[src/hw/rtl/assert_macros.svh]
// Assertion macros shared by the tokenizer RTL.
`ifndef ASSERT_MACROS_SVH
`define ASSERT_MACROS_SVH

// Property checked on every clock edge outside reset.
`define ASSERT_CLK(lbl, clk, rstn, prop, msg) \
    lbl: assert property (@(posedge clk) disable iff (!(rstn)) (prop)) else $error(msg);

// Property that must never hold outside reset.
`define ASSERT_NEVER(lbl, clk, rstn, prop, msg) \
    lbl: assert property (@(posedge clk) disable iff (!(rstn)) !(prop)) else $error(msg);

`endif

[src/hw/rtl/bst_pkg.sv]
// Shared types and constants of the byte stream tokenizer.
`timescale 1ns / 1ps
`default_nettype none

package bst_pkg;

    // Default widths of the result fields
    localparam int VALUE_WIDTH_DEF  = 32;
    localparam int OFFSET_WIDTH_DEF = 16;
    localparam int LENGTH_WIDTH_DEF = 8;

    // Result queue depth (power of two, at least 2)
    localparam int FIFO_DEPTH_DEF = 4;

    // Token kinds
    typedef enum logic [3:0] {
        KIND_LET     = 4'd0,
        KIND_PRINT   = 4'd1,
        KIND_IDENT   = 4'd2,
        KIND_NUMBER  = 4'd3,
        KIND_EQUALS  = 4'd4,
        KIND_PLUS    = 4'd5,
        KIND_MINUS   = 4'd6,
        KIND_STAR    = 4'd7,
        KIND_SLASH   = 4'd8,
        KIND_LPAREN  = 4'd9,
        KIND_RPAREN  = 4'd10,
        KIND_SEMI    = 4'd11,
        KIND_UNKNOWN = 4'd12
    } kind_t;

    // Scanner state, one-hot
    typedef enum logic [2:0] {
        MODE_IDLE = 3'b001,
        MODE_WORD = 3'b010,
        MODE_NUM  = 3'b100
    } mode_t;

    // Punctuation bytes
    localparam logic [7:0] CH_EQ     = 8'h3D;
    localparam logic [7:0] CH_PLUS   = 8'h2B;
    localparam logic [7:0] CH_MINUS  = 8'h2D;
    localparam logic [7:0] CH_STAR   = 8'h2A;
    localparam logic [7:0] CH_SLASH  = 8'h2F;
    localparam logic [7:0] CH_LPAREN = 8'h28;
    localparam logic [7:0] CH_RPAREN = 8'h29;
    localparam logic [7:0] CH_SEMI   = 8'h3B;

    // Keyword spellings: "let" and "print"
    localparam int KW_LET_LEN   = 3;
    localparam int KW_PRINT_LEN = 5;
    localparam logic [7:0] KW_LET [0:3] = '{8'h6C, 8'h65, 8'h74, 8'h00};
    localparam logic [7:0] KW_PRINT [0:7] =
        '{8'h70, 8'h72, 8'h69, 8'h6E, 8'h74, 8'h00, 8'h00, 8'h00};

endpackage

`default_nettype wire

[src/hw/rtl/bst_fifo.sv]
// Result queue: up to two pushes and one pop per cycle.
`timescale 1ns / 1ps
`default_nettype none
`include "assert_macros.svh"

module bst_fifo #(
    parameter int WIDTH = 8,
    parameter int DEPTH = 4
) (
    input  wire logic             aclk,
    input  wire logic             aresetn,
    input  wire logic             push0,
    input  wire logic [WIDTH-1:0] data0,
    input  wire logic             push1,
    input  wire logic [WIDTH-1:0] data1,
    output logic                  room2,
    output logic                  out_valid,
    output logic      [WIDTH-1:0] out_data,
    input  wire logic             out_ready
);

    localparam int AW = $clog2(DEPTH);

    logic [WIDTH-1:0] mem_reg [DEPTH];
    logic [AW-1:0]    wr_ptr_reg, wr_ptr_next;
    logic [AW-1:0]    rd_ptr_reg, rd_ptr_next;
    logic [AW:0]      count_reg, count_next;
    logic             pop;

    assign pop       = out_valid && out_ready;
    assign out_valid = (count_reg != '0);
    assign out_data  = mem_reg[rd_ptr_reg];
    assign room2     = (count_reg <= (AW+1)'(DEPTH - 2));

    // Pointer and fill bookkeeping
    always_comb begin
        wr_ptr_next = wr_ptr_reg + AW'(push0) + AW'(push1);
        rd_ptr_next = rd_ptr_reg + AW'(pop);
        count_next  = count_reg + (AW+1)'(push0) + (AW+1)'(push1) - (AW+1)'(pop);
    end

    always_ff @(posedge aclk) begin
        if (!aresetn) begin
            wr_ptr_reg <= '0;
            rd_ptr_reg <= '0;
            count_reg  <= '0;
        end else begin
            wr_ptr_reg <= wr_ptr_next;
            rd_ptr_reg <= rd_ptr_next;
            count_reg  <= count_next;
        end
    end

    // Storage
    always_ff @(posedge aclk) begin
        if (push0) begin
            mem_reg[wr_ptr_reg] <= data0;
        end
        if (push1) begin
            mem_reg[wr_ptr_reg + AW'(1)] <= data1;
        end
    end

    `ASSERT_CLK(a_count_bound, aclk, aresetn, count_reg <= (AW+1)'(DEPTH), "queue overfilled")
    `ASSERT_CLK(a_push_order, aclk, aresetn, push1 |-> push0, "second push without first")
    `ASSERT_CLK(a_push_room, aclk, aresetn, push0 |-> room2, "push without room")

endmodule

`default_nettype wire

[src/hw/rtl/byte_stream_tokenizer_top.sv]
// Top level of the byte stream tokenizer: input stage, scanner and result queue.
//
//  channel | dir | handshake          | payload
//  --------+-----+--------------------+-----------------------------------------------
//  s_      | in  | s_valid / s_ready  | char_byte, is_last
//  m_      | out | m_valid / m_ready  | token_kind, start_offset, token_length,
//          |     |                    | token_value, unknown_char, overflow,
//          |     |                    | last_of_run, end_of_text
//
// One byte is accepted per cycle unless a stalled byte waits in the input register; the
// scanner decides a byte from the input register and pushes 0 to 2 tokens into the queue.
// A byte waits in the input register while the queue has fewer than two free slots.
// A byte's first token reaches m_ through the input register and the result queue.
// Synchronous active-low reset clears scanner state, offset counter and queue.
`timescale 1ns / 1ps
`default_nettype none
`include "assert_macros.svh"

module byte_stream_tokenizer_top
    import bst_pkg::*;
#(
    parameter int VALUE_WIDTH  = VALUE_WIDTH_DEF,
    parameter int OFFSET_WIDTH = OFFSET_WIDTH_DEF,
    parameter int LENGTH_WIDTH = LENGTH_WIDTH_DEF,
    parameter int FIFO_DEPTH   = FIFO_DEPTH_DEF
) (
    input  wire logic                    aclk,
    input  wire logic                    aresetn,
    input  wire logic                    s_valid,
    output logic                         s_ready,
    input  wire logic [7:0]              s_char_byte,
    input  wire logic                    s_is_last,
    output logic                         m_valid,
    input  wire logic                    m_ready,
    output logic [3:0]                   m_token_kind,
    output logic [OFFSET_WIDTH-1:0]      m_start_offset,
    output logic [LENGTH_WIDTH-1:0]      m_token_length,
    output logic [VALUE_WIDTH-1:0]       m_token_value,
    output logic [7:0]                   m_unknown_char,
    output logic                         m_overflow,
    output logic                         m_last_of_run,
    output logic                         m_end_of_text
);

    typedef struct packed {
        logic [3:0]              kind;
        logic [OFFSET_WIDTH-1:0] start;
        logic [LENGTH_WIDTH-1:0] len;
        logic [VALUE_WIDTH-1:0]  val;
        logic [7:0]              uch;
        logic                    ovf;
        logic                    lor;
        logic                    eot;
    } tok_t;

    localparam int TW = $bits(tok_t);

    // Input stage
    logic       in_vld_reg;
    logic [7:0] in_char_reg;
    logic       in_last_reg;
    logic       advance;
    logic       last_taken;
    logic       room2;

    // Scanner state
    mode_t                   mode_reg, mode_next, mode_u;
    logic [VALUE_WIDTH-1:0]  acc_reg, acc_next, acc_u;
    logic [LENGTH_WIDTH-1:0] len_reg, len_next, len_u;
    logic                    let_reg, let_next, let_u;
    logic                    prt_reg, prt_next, prt_u;
    logic [OFFSET_WIDTH-1:0] pos_reg, pos_next;
    logic [OFFSET_WIDTH-1:0] start_reg, start_next, start_u;
    logic                    ovf_reg, ovf_next, ovf_u;

    // Per-byte decode
    logic                    is_al, is_dg, is_sp;
    logic                    flush_f, single_s, flush_l;
    logic [VALUE_WIDTH+3:0]  prod;
    tok_t                    tok_f, tok_s, tok_l, slot0, slot1;
    logic                    push0, push1;
    tok_t                    q_tok;
    logic [TW-1:0]           q_data;

    assign advance    = in_vld_reg && room2;
    assign last_taken = advance && in_last_reg;
    assign s_ready    = !in_vld_reg || room2;

    always_ff @(posedge aclk) begin
        if (!aresetn) begin
            in_vld_reg <= 1'b0;
        end else if (s_ready) begin
            in_vld_reg <= s_valid;
        end
    end

    always_ff @(posedge aclk) begin
        if (s_valid && s_ready) begin
            in_char_reg <= s_char_byte;
            in_last_reg <= s_is_last;
        end
    end

    // Character classes
    always_comb begin
        is_al = (in_char_reg >= 8'h61 && in_char_reg <= 8'h7A) ||
                (in_char_reg >= 8'h41 && in_char_reg <= 8'h5A);
        is_dg = (in_char_reg >= 8'h30 && in_char_reg <= 8'h39);
        is_sp = (in_char_reg == 8'h20) || (in_char_reg >= 8'h09 && in_char_reg <= 8'h0D);
    end

    // Token ended by this byte, built from the pending state
    always_comb begin
        flush_f = (mode_reg == MODE_WORD && !(is_al || is_dg)) ||
                  (mode_reg == MODE_NUM && !is_dg);
        tok_f = '0;
        if (mode_reg == MODE_NUM) begin
            tok_f.kind = KIND_NUMBER;
            tok_f.val  = acc_reg;
        end else if (let_reg && len_reg == LENGTH_WIDTH'(KW_LET_LEN)) begin
            tok_f.kind = KIND_LET;
        end else if (prt_reg && len_reg == LENGTH_WIDTH'(KW_PRINT_LEN)) begin
            tok_f.kind = KIND_PRINT;
        end else begin
            tok_f.kind = KIND_IDENT;
        end
        tok_f.start = start_reg;
        tok_f.len   = len_reg;
        tok_f.ovf   = ovf_reg;
    end

    // Scanner update for this byte
    always_comb begin
        mode_u   = flush_f ? MODE_IDLE : mode_reg;
        acc_u    = acc_reg;
        len_u    = len_reg;
        let_u    = let_reg;
        prt_u    = prt_reg;
        start_u  = start_reg;
        ovf_u    = ovf_reg;
        single_s = 1'b0;
        prod     = '0;
        tok_s    = '0;

        // open a word or a number
        if (mode_u == MODE_IDLE && (is_al || is_dg)) begin
            mode_u  = is_al ? MODE_WORD : MODE_NUM;
            start_u = pos_reg;
            len_u   = '0;
            acc_u   = '0;
            let_u   = 1'b1;
            prt_u   = 1'b1;
            ovf_u   = 1'b0;
        end

        if (mode_u == MODE_WORD) begin
            let_u = let_u && (len_u < LENGTH_WIDTH'(KW_LET_LEN)) &&
                    (in_char_reg == KW_LET[len_u[1:0]]);
            prt_u = prt_u && (len_u < LENGTH_WIDTH'(KW_PRINT_LEN)) &&
                    (in_char_reg == KW_PRINT[len_u[2:0]]);
        end else if (mode_u == MODE_NUM) begin
            // acc * 10 + digit, saturating
            prod = ({4'b0, acc_u} << 3) + ({4'b0, acc_u} << 1) +
                   (VALUE_WIDTH+4)'(in_char_reg - 8'h30);
            if (|prod[VALUE_WIDTH+3:VALUE_WIDTH]) begin
                acc_u = '1;
                ovf_u = 1'b1;
            end else begin
                acc_u = prod[VALUE_WIDTH-1:0];
            end
        end else if (!is_sp) begin
            single_s    = 1'b1;
            tok_s.start = pos_reg;
            tok_s.len   = LENGTH_WIDTH'(1);
            case (in_char_reg)
                CH_EQ:     tok_s.kind = KIND_EQUALS;
                CH_PLUS:   tok_s.kind = KIND_PLUS;
                CH_MINUS:  tok_s.kind = KIND_MINUS;
                CH_STAR:   tok_s.kind = KIND_STAR;
                CH_SLASH:  tok_s.kind = KIND_SLASH;
                CH_LPAREN: tok_s.kind = KIND_LPAREN;
                CH_RPAREN: tok_s.kind = KIND_RPAREN;
                CH_SEMI:   tok_s.kind = KIND_SEMI;
                default: begin
                    tok_s.kind = KIND_UNKNOWN;
                    tok_s.uch  = in_char_reg;
                end
            endcase
        end

        // length grows, sticking at full scale
        if (mode_u != MODE_IDLE) begin
            if (len_u == '1) begin
                ovf_u = 1'b1;
            end else begin
                len_u = len_u + LENGTH_WIDTH'(1);
            end
        end
    end

    // Token flushed by a last byte, built from the updated state
    always_comb begin
        flush_l = in_last_reg && (mode_u != MODE_IDLE);
        tok_l   = '0;
        if (mode_u == MODE_NUM) begin
            tok_l.kind = KIND_NUMBER;
            tok_l.val  = acc_u;
        end else if (let_u && len_u == LENGTH_WIDTH'(KW_LET_LEN)) begin
            tok_l.kind = KIND_LET;
        end else if (prt_u && len_u == LENGTH_WIDTH'(KW_PRINT_LEN)) begin
            tok_l.kind = KIND_PRINT;
        end else begin
            tok_l.kind = KIND_IDENT;
        end
        tok_l.start = start_u;
        tok_l.len   = len_u;
        tok_l.ovf   = ovf_u;
    end

    // Order tokens into the two queue slots and mark the final one
    always_comb begin
        slot0 = flush_f ? tok_f : (single_s ? tok_s : tok_l);
        slot1 = single_s ? tok_s : tok_l;
        push0 = advance && (flush_f || single_s || flush_l);
        push1 = advance && flush_f && (single_s || flush_l);
        if (push1) begin
            slot1.lor = 1'b1;
            slot1.eot = in_last_reg;
        end else begin
            slot0.lor = 1'b1;
            slot0.eot = in_last_reg;
        end
    end

    // Next scanner state
    always_comb begin
        mode_next  = mode_reg;
        acc_next   = acc_reg;
        len_next   = len_reg;
        let_next   = let_reg;
        prt_next   = prt_reg;
        start_next = start_reg;
        ovf_next   = ovf_reg;
        pos_next   = pos_reg;
        if (advance) begin
            mode_next  = in_last_reg ? MODE_IDLE : mode_u;
            acc_next   = acc_u;
            len_next   = len_u;
            let_next   = let_u;
            prt_next   = prt_u;
            start_next = start_u;
            ovf_next   = ovf_u;
            pos_next   = in_last_reg ? '0 : pos_reg + OFFSET_WIDTH'(1);
        end
    end

    always_ff @(posedge aclk) begin
        if (!aresetn) begin
            mode_reg  <= MODE_IDLE;
            acc_reg   <= '0;
            len_reg   <= '0;
            let_reg   <= 1'b0;
            prt_reg   <= 1'b0;
            pos_reg   <= '0;
            start_reg <= '0;
            ovf_reg   <= 1'b0;
        end else begin
            mode_reg  <= mode_next;
            acc_reg   <= acc_next;
            len_reg   <= len_next;
            let_reg   <= let_next;
            prt_reg   <= prt_next;
            pos_reg   <= pos_next;
            start_reg <= start_next;
            ovf_reg   <= ovf_next;
        end
    end

    // Result queue
    bst_fifo #(
        .WIDTH (TW),
        .DEPTH (FIFO_DEPTH)
    ) u_fifo (
        .aclk      (aclk),
        .aresetn   (aresetn),
        .push0     (push0),
        .data0     (slot0),
        .push1     (push1),
        .data1     (slot1),
        .room2     (room2),
        .out_valid (m_valid),
        .out_data  (q_data),
        .out_ready (m_ready)
    );

    assign q_tok          = q_data;
    assign m_token_kind   = q_tok.kind;
    assign m_start_offset = q_tok.start;
    assign m_token_length = q_tok.len;
    assign m_token_value  = q_tok.val;
    assign m_unknown_char = q_tok.uch;
    assign m_overflow     = q_tok.ovf;
    assign m_last_of_run  = q_tok.lor;
    assign m_end_of_text  = q_tok.eot;

    `ASSERT_CLK(a_stall_holds, aclk, aresetn, !s_ready |=> in_vld_reg, "stalled request lost")
    `ASSERT_CLK(a_pos_reset, aclk, aresetn, last_taken |=> pos_reg == '0, "offset not cleared")
    `ASSERT_CLK(a_idle_after_last, aclk, aresetn, last_taken |=> mode_reg == MODE_IDLE, "busy")

endmodule

`default_nettype wire
[config.mk]
export PLATFORM = sky130hd
export DESIGN_NAME = byte_stream_tokenizer_top
export DESIGN_NICKNAME = d
export VERILOG_FILES = /design/src/hw/rtl/bst_pkg.sv /design/src/hw/rtl/bst_fifo.sv /design/src/hw/rtl/byte_stream_tokenizer_top.sv
export VERILOG_INCLUDE_DIRS = /design/src /design/src/hw/rtl
export SDC_FILE = /design/constraint.sdc
export NUM_CORES = 1
export LEC_CHECK = 0
export BUFFER_PORTS_ARGS = -buffer_cell sky130_fd_sc_hd__buf_4
export CORE_ASPECT_RATIO = 1.4
export CORE_UTILIZATION = 55
export CTS_CLUSTER_SIZE = 24
export DETAILED_ROUTE_END_ITERATION = 6
export PLACE_DENSITY = 0.81
export SKIP_CTS_REPAIR_TIMING = 1
export SLEW_MARGIN = 30
export SYNTH_ARGS = -nofsm -noshare
export SYNTH_HDL_FRONTEND = slang
export SYNTH_SLANG_ARGS = --single-unit
[constraint.sdc]
create_clock -name aclk -period 21.2 [get_ports aclk]
set_input_delay 1.06 -clock aclk [delete_from_list [all_inputs] [get_ports aclk]]
set_output_delay 1.06 -clock aclk [all_outputs]
set_load 0.05 [all_outputs]
==> results.py <==
metrics = {
    "routing": {
        "drtIter0Drc": 1635,
        "postRouteAntennaNets": 0,
        "drc": 0,
        "drt_wl_total_um": 58000,
        "firstDrtPassIters": 6,
        "via_per_inst": 6.50,
        "avgRoutedWirePerCell_um": 23.6,
        "num_vias": 16000,
    },
    "yosys": {
        "synth_area_sq_mm": 0.0215,
        "yosysWarnings": 0,
        "yosysTopAreaCell": "edfxtp_1",
        "synth-seq-cells": 379,
        "synthTopCellsByArea": "edfxtp_1 41%, dfxtp_1 8.0%, mux4_2 7.5%",
        "yosysSeqAreaShare_pct": 49.0,
        "synth_top_area_share_pct": 41.0,
        "synth.distinct_cells": 76,
        "synth_cells": 1892,
        "avgSynthCellArea_sq_um": 11.3,
        "async_reset_ff_share_pct": 0,
        "synthesis.nets": 1988,
        "netlist_top_cells_count": "293 x edfxtp_1, 164 x nand2_1, 144 x nor2_1, 122 x a21oi_1, 91 x clkbuf_1",
        "ys.flop_type": "edfxtp_1",
        "synth-edff-count": 293,
        "synth.most_common_cell": "edfxtp_1",
    },
    "power_and_ir_drop": {
        "pwr-share-comb_pct": 33.2,
        "power.internal_uw": 1480,
        "p_leak_uw": 0.00894,
        "p_seq_share_pct": 39.0,
        "ir_drop_uv": 65.9,
        "swShare_pct": 36.0,
        "powerDensity_mw_per_mm2": 97.5,
        "pwr-share-clk_pct": 27.8,
        "p_sw_uw": 833,
    },
    "global_routing": {
        "grt_pass1_vias": 16100,
        "grt_overflow": 0,
        "grtUsageTotal_pct": 29.4,
        "grt_max_degree": 61,
        "grt_pass1_wl_um": 89200,
        "antenna_found_initial": 1,
    },
    "clock_tree": {
        "htreeDepth": 2,
        "clkTransAtPathRegs_ns": 0.07,
        "clockBufferDepth": 3,
        "clock-root-buffer": "clkbuf_16",
        "clk_latency_ns": 0.54,
        "clock_sinks": 379,
        "cts_buffers": 36,
        "cts_tree": "yes",
    },
    "layout": {
        "syn2layout_area_growth_pct": 10.7,
        "largest_reg_flops": 284,
        "stdcell_count": 2460,
        "nets": 2008,
        "insertedDiodeCount": 0,
        "nFillCells": 3087,
        "fin_util_pct": 61.7,
        "drive_above_1_share_pct": 20.0,
        "finalInstanceArea_sq_mm": 0.0238,
    },
    "place": {
        "dp.cells": 2396,
        "post_dp_cell_area_sq_mm": 0.0226,
        "gp_congestion": 0.993,
        "place_ws_ns": 14.15,
        "dpl.hpwl_um": 38800,
        "port-buffer-count": 85,
    },
    "hold_path": {
        "hold_class": "flip-flop to flip-flop",
    },
    "flow_run": {
        "cap_violations": 0,
    },
    "sta": {
        "hold_viol_final": 0,
        "period_share_pct": 34.0,
        "report.final.slew_viol_count": 0,
        "period_needed_ns": 7.20,
        "finalSetupTns_ns": 0,
        "rsz0062_at_grt": "false",
        "fin_skew_ns": 0.0183,
        "max_slew.worst_pin.slew_ns": 1.03,
        "setup_slack_ns": 14.00,
        "setup_viol": 0,
        "max_freq_mhz": 139,
        "max_slew_margin_pct": 31.0,
    },
    "floorplan": {
        "coreArea_sq_mm": 0.0385,
        "ios": 86,
        "die_x_um": 169,
        "placementRows": 85,
        "fp.dieH_um": 236,
        "start_util_pct": 55.7,
        "dieArea_sq_mm": 0.0398,
    },
    "worst_setup_path": {
        "endpoint_kind": "flip-flop",
        "arrival_ns": 7.49,
        "critical_path.startpoint_type": "flip-flop",
        "path_class": "flip-flop to flip-flop",
        "crit_required_ns": 21.49,
        "cp_max_fo": 27,
    },
    "outcome": {
        "status": "complete, no violations",
    },
}
routing by layer:
metal / vias up / global-route usage (%) / part of all wire, %
met3: 176 / 3.16 / 5.9
met1: 7968 / 32.9 / 35
met2: 701 / 53.8 / 53
met4: 2 / 16.6 / 5.5
met5: - / 0 / 0.022
li1: 7138 / - / -
worst paths after layout:
kind                                     start  cells past startpoint                     to  slack [ns]
worst max-delay path            in_char_reg[5]                     18  u_fifo.mem_reg[3][15]       14.00
worst min-delay path              start_reg[6]                      2           start_reg[6]        0.50
worst max register to register  in_char_reg[5]                     18  u_fifo.mem_reg[3][15]       14.00
worst min register to register    start_reg[6]                      2           start_reg[6]        0.50
logic make-up after synthesis:
| logic type | after synthesis | synth area share (%) |
|---|---|---|
| fa+ha+maj | 83 | 6.00 |
| xor+xnor | 49 | 2.00 |
| buf+inv | 214 | 3.94 |
| compound gates | 496 | 16.0 |
| flops | 379 | 49.0 |
| mux | 153 | 11.7 |
| simple gates | 518 | 11.3 |
power by group through the flow:
stage / clock network (uW) / logic [uW] / registers (uW)
2_1_floorplan: 0 / 587 / 884
3_3_place_gp: 0 / 759 / 915
3_5_place_dp: 0 / 768 / 919
4_1_cts: 647 / 771 / 903
5_1_grt: 674 / 808 / 910
6_report: 643 / 770 / 902
critical path: stages (launching register included):
cell and delay (ns):
edfxtp_1 0.57, nor4bb_1 0.62, nand2_1 0.30, o211ai_1 0.33, nand3_2 0.57, buf_4 0.45, and2_1 0.24, fa_1 0.47
ha_1 0.43, nand3_1 0.28, nor2_1 0.35, nand2_1 0.12, nor4_1 0.35, a2111oi_2 0.13, mux2i_1 0.26, a211oi_4 0.51
buf_4 0.45, a21oi_1 0.20, a31o_2 0.27
through the flow:
stage	hold WS [ns]	power (uW)
floorplan	0.438	1470
global placement	0.472	1670
detailed placement	0.486	1690
CTS	0.496	2320
global route	0.522	2390
finish	0.495	2320
layout by cell type (no fill, tap or decap), types with 7 or more instances in the layout:
cell type	count
a211oi_1	9
a21o_1	47
a21oi_1	121
a22oi_1	12
a31o_1	77
a31o_2	34
a31oi_1	23
and2_1	28
and3_1	16
buf_4	111
clkbuf_16	38
clkinv_2	7
dfxtp_1	84
edfxtp_1	293
fa_1	33
ha_1	50
inv_1	80
mux2_2	73
mux2i_1	9
mux4_2	71
nand2_1	162
nand2b_1	17
nand3_1	41
nor2_1	142
nor2b_1	16
nor3_1	27
nor4_1	16
o211ai_1	9
o21a_1	8
o21ai_0	75
o22ai_1	11
or3_1	9
xnor2_1	25
xor2_1	24
final cells by class:
type                            count  area, sq um  share of cell area (%)
Multi-Input combinational cell   1299        10200                    43.0
Tap cell                          522          653                    2.75
Timing Repair Buffer              113          881                    3.71
Clock buffer                       48         1030                    4.33
Sequential cell                   379        10500                    44.3
Clock inverter                     16          131                   0.553
Inverter                           83          312                    1.31
Note: power is estimated with default switching activity, not from simulation.
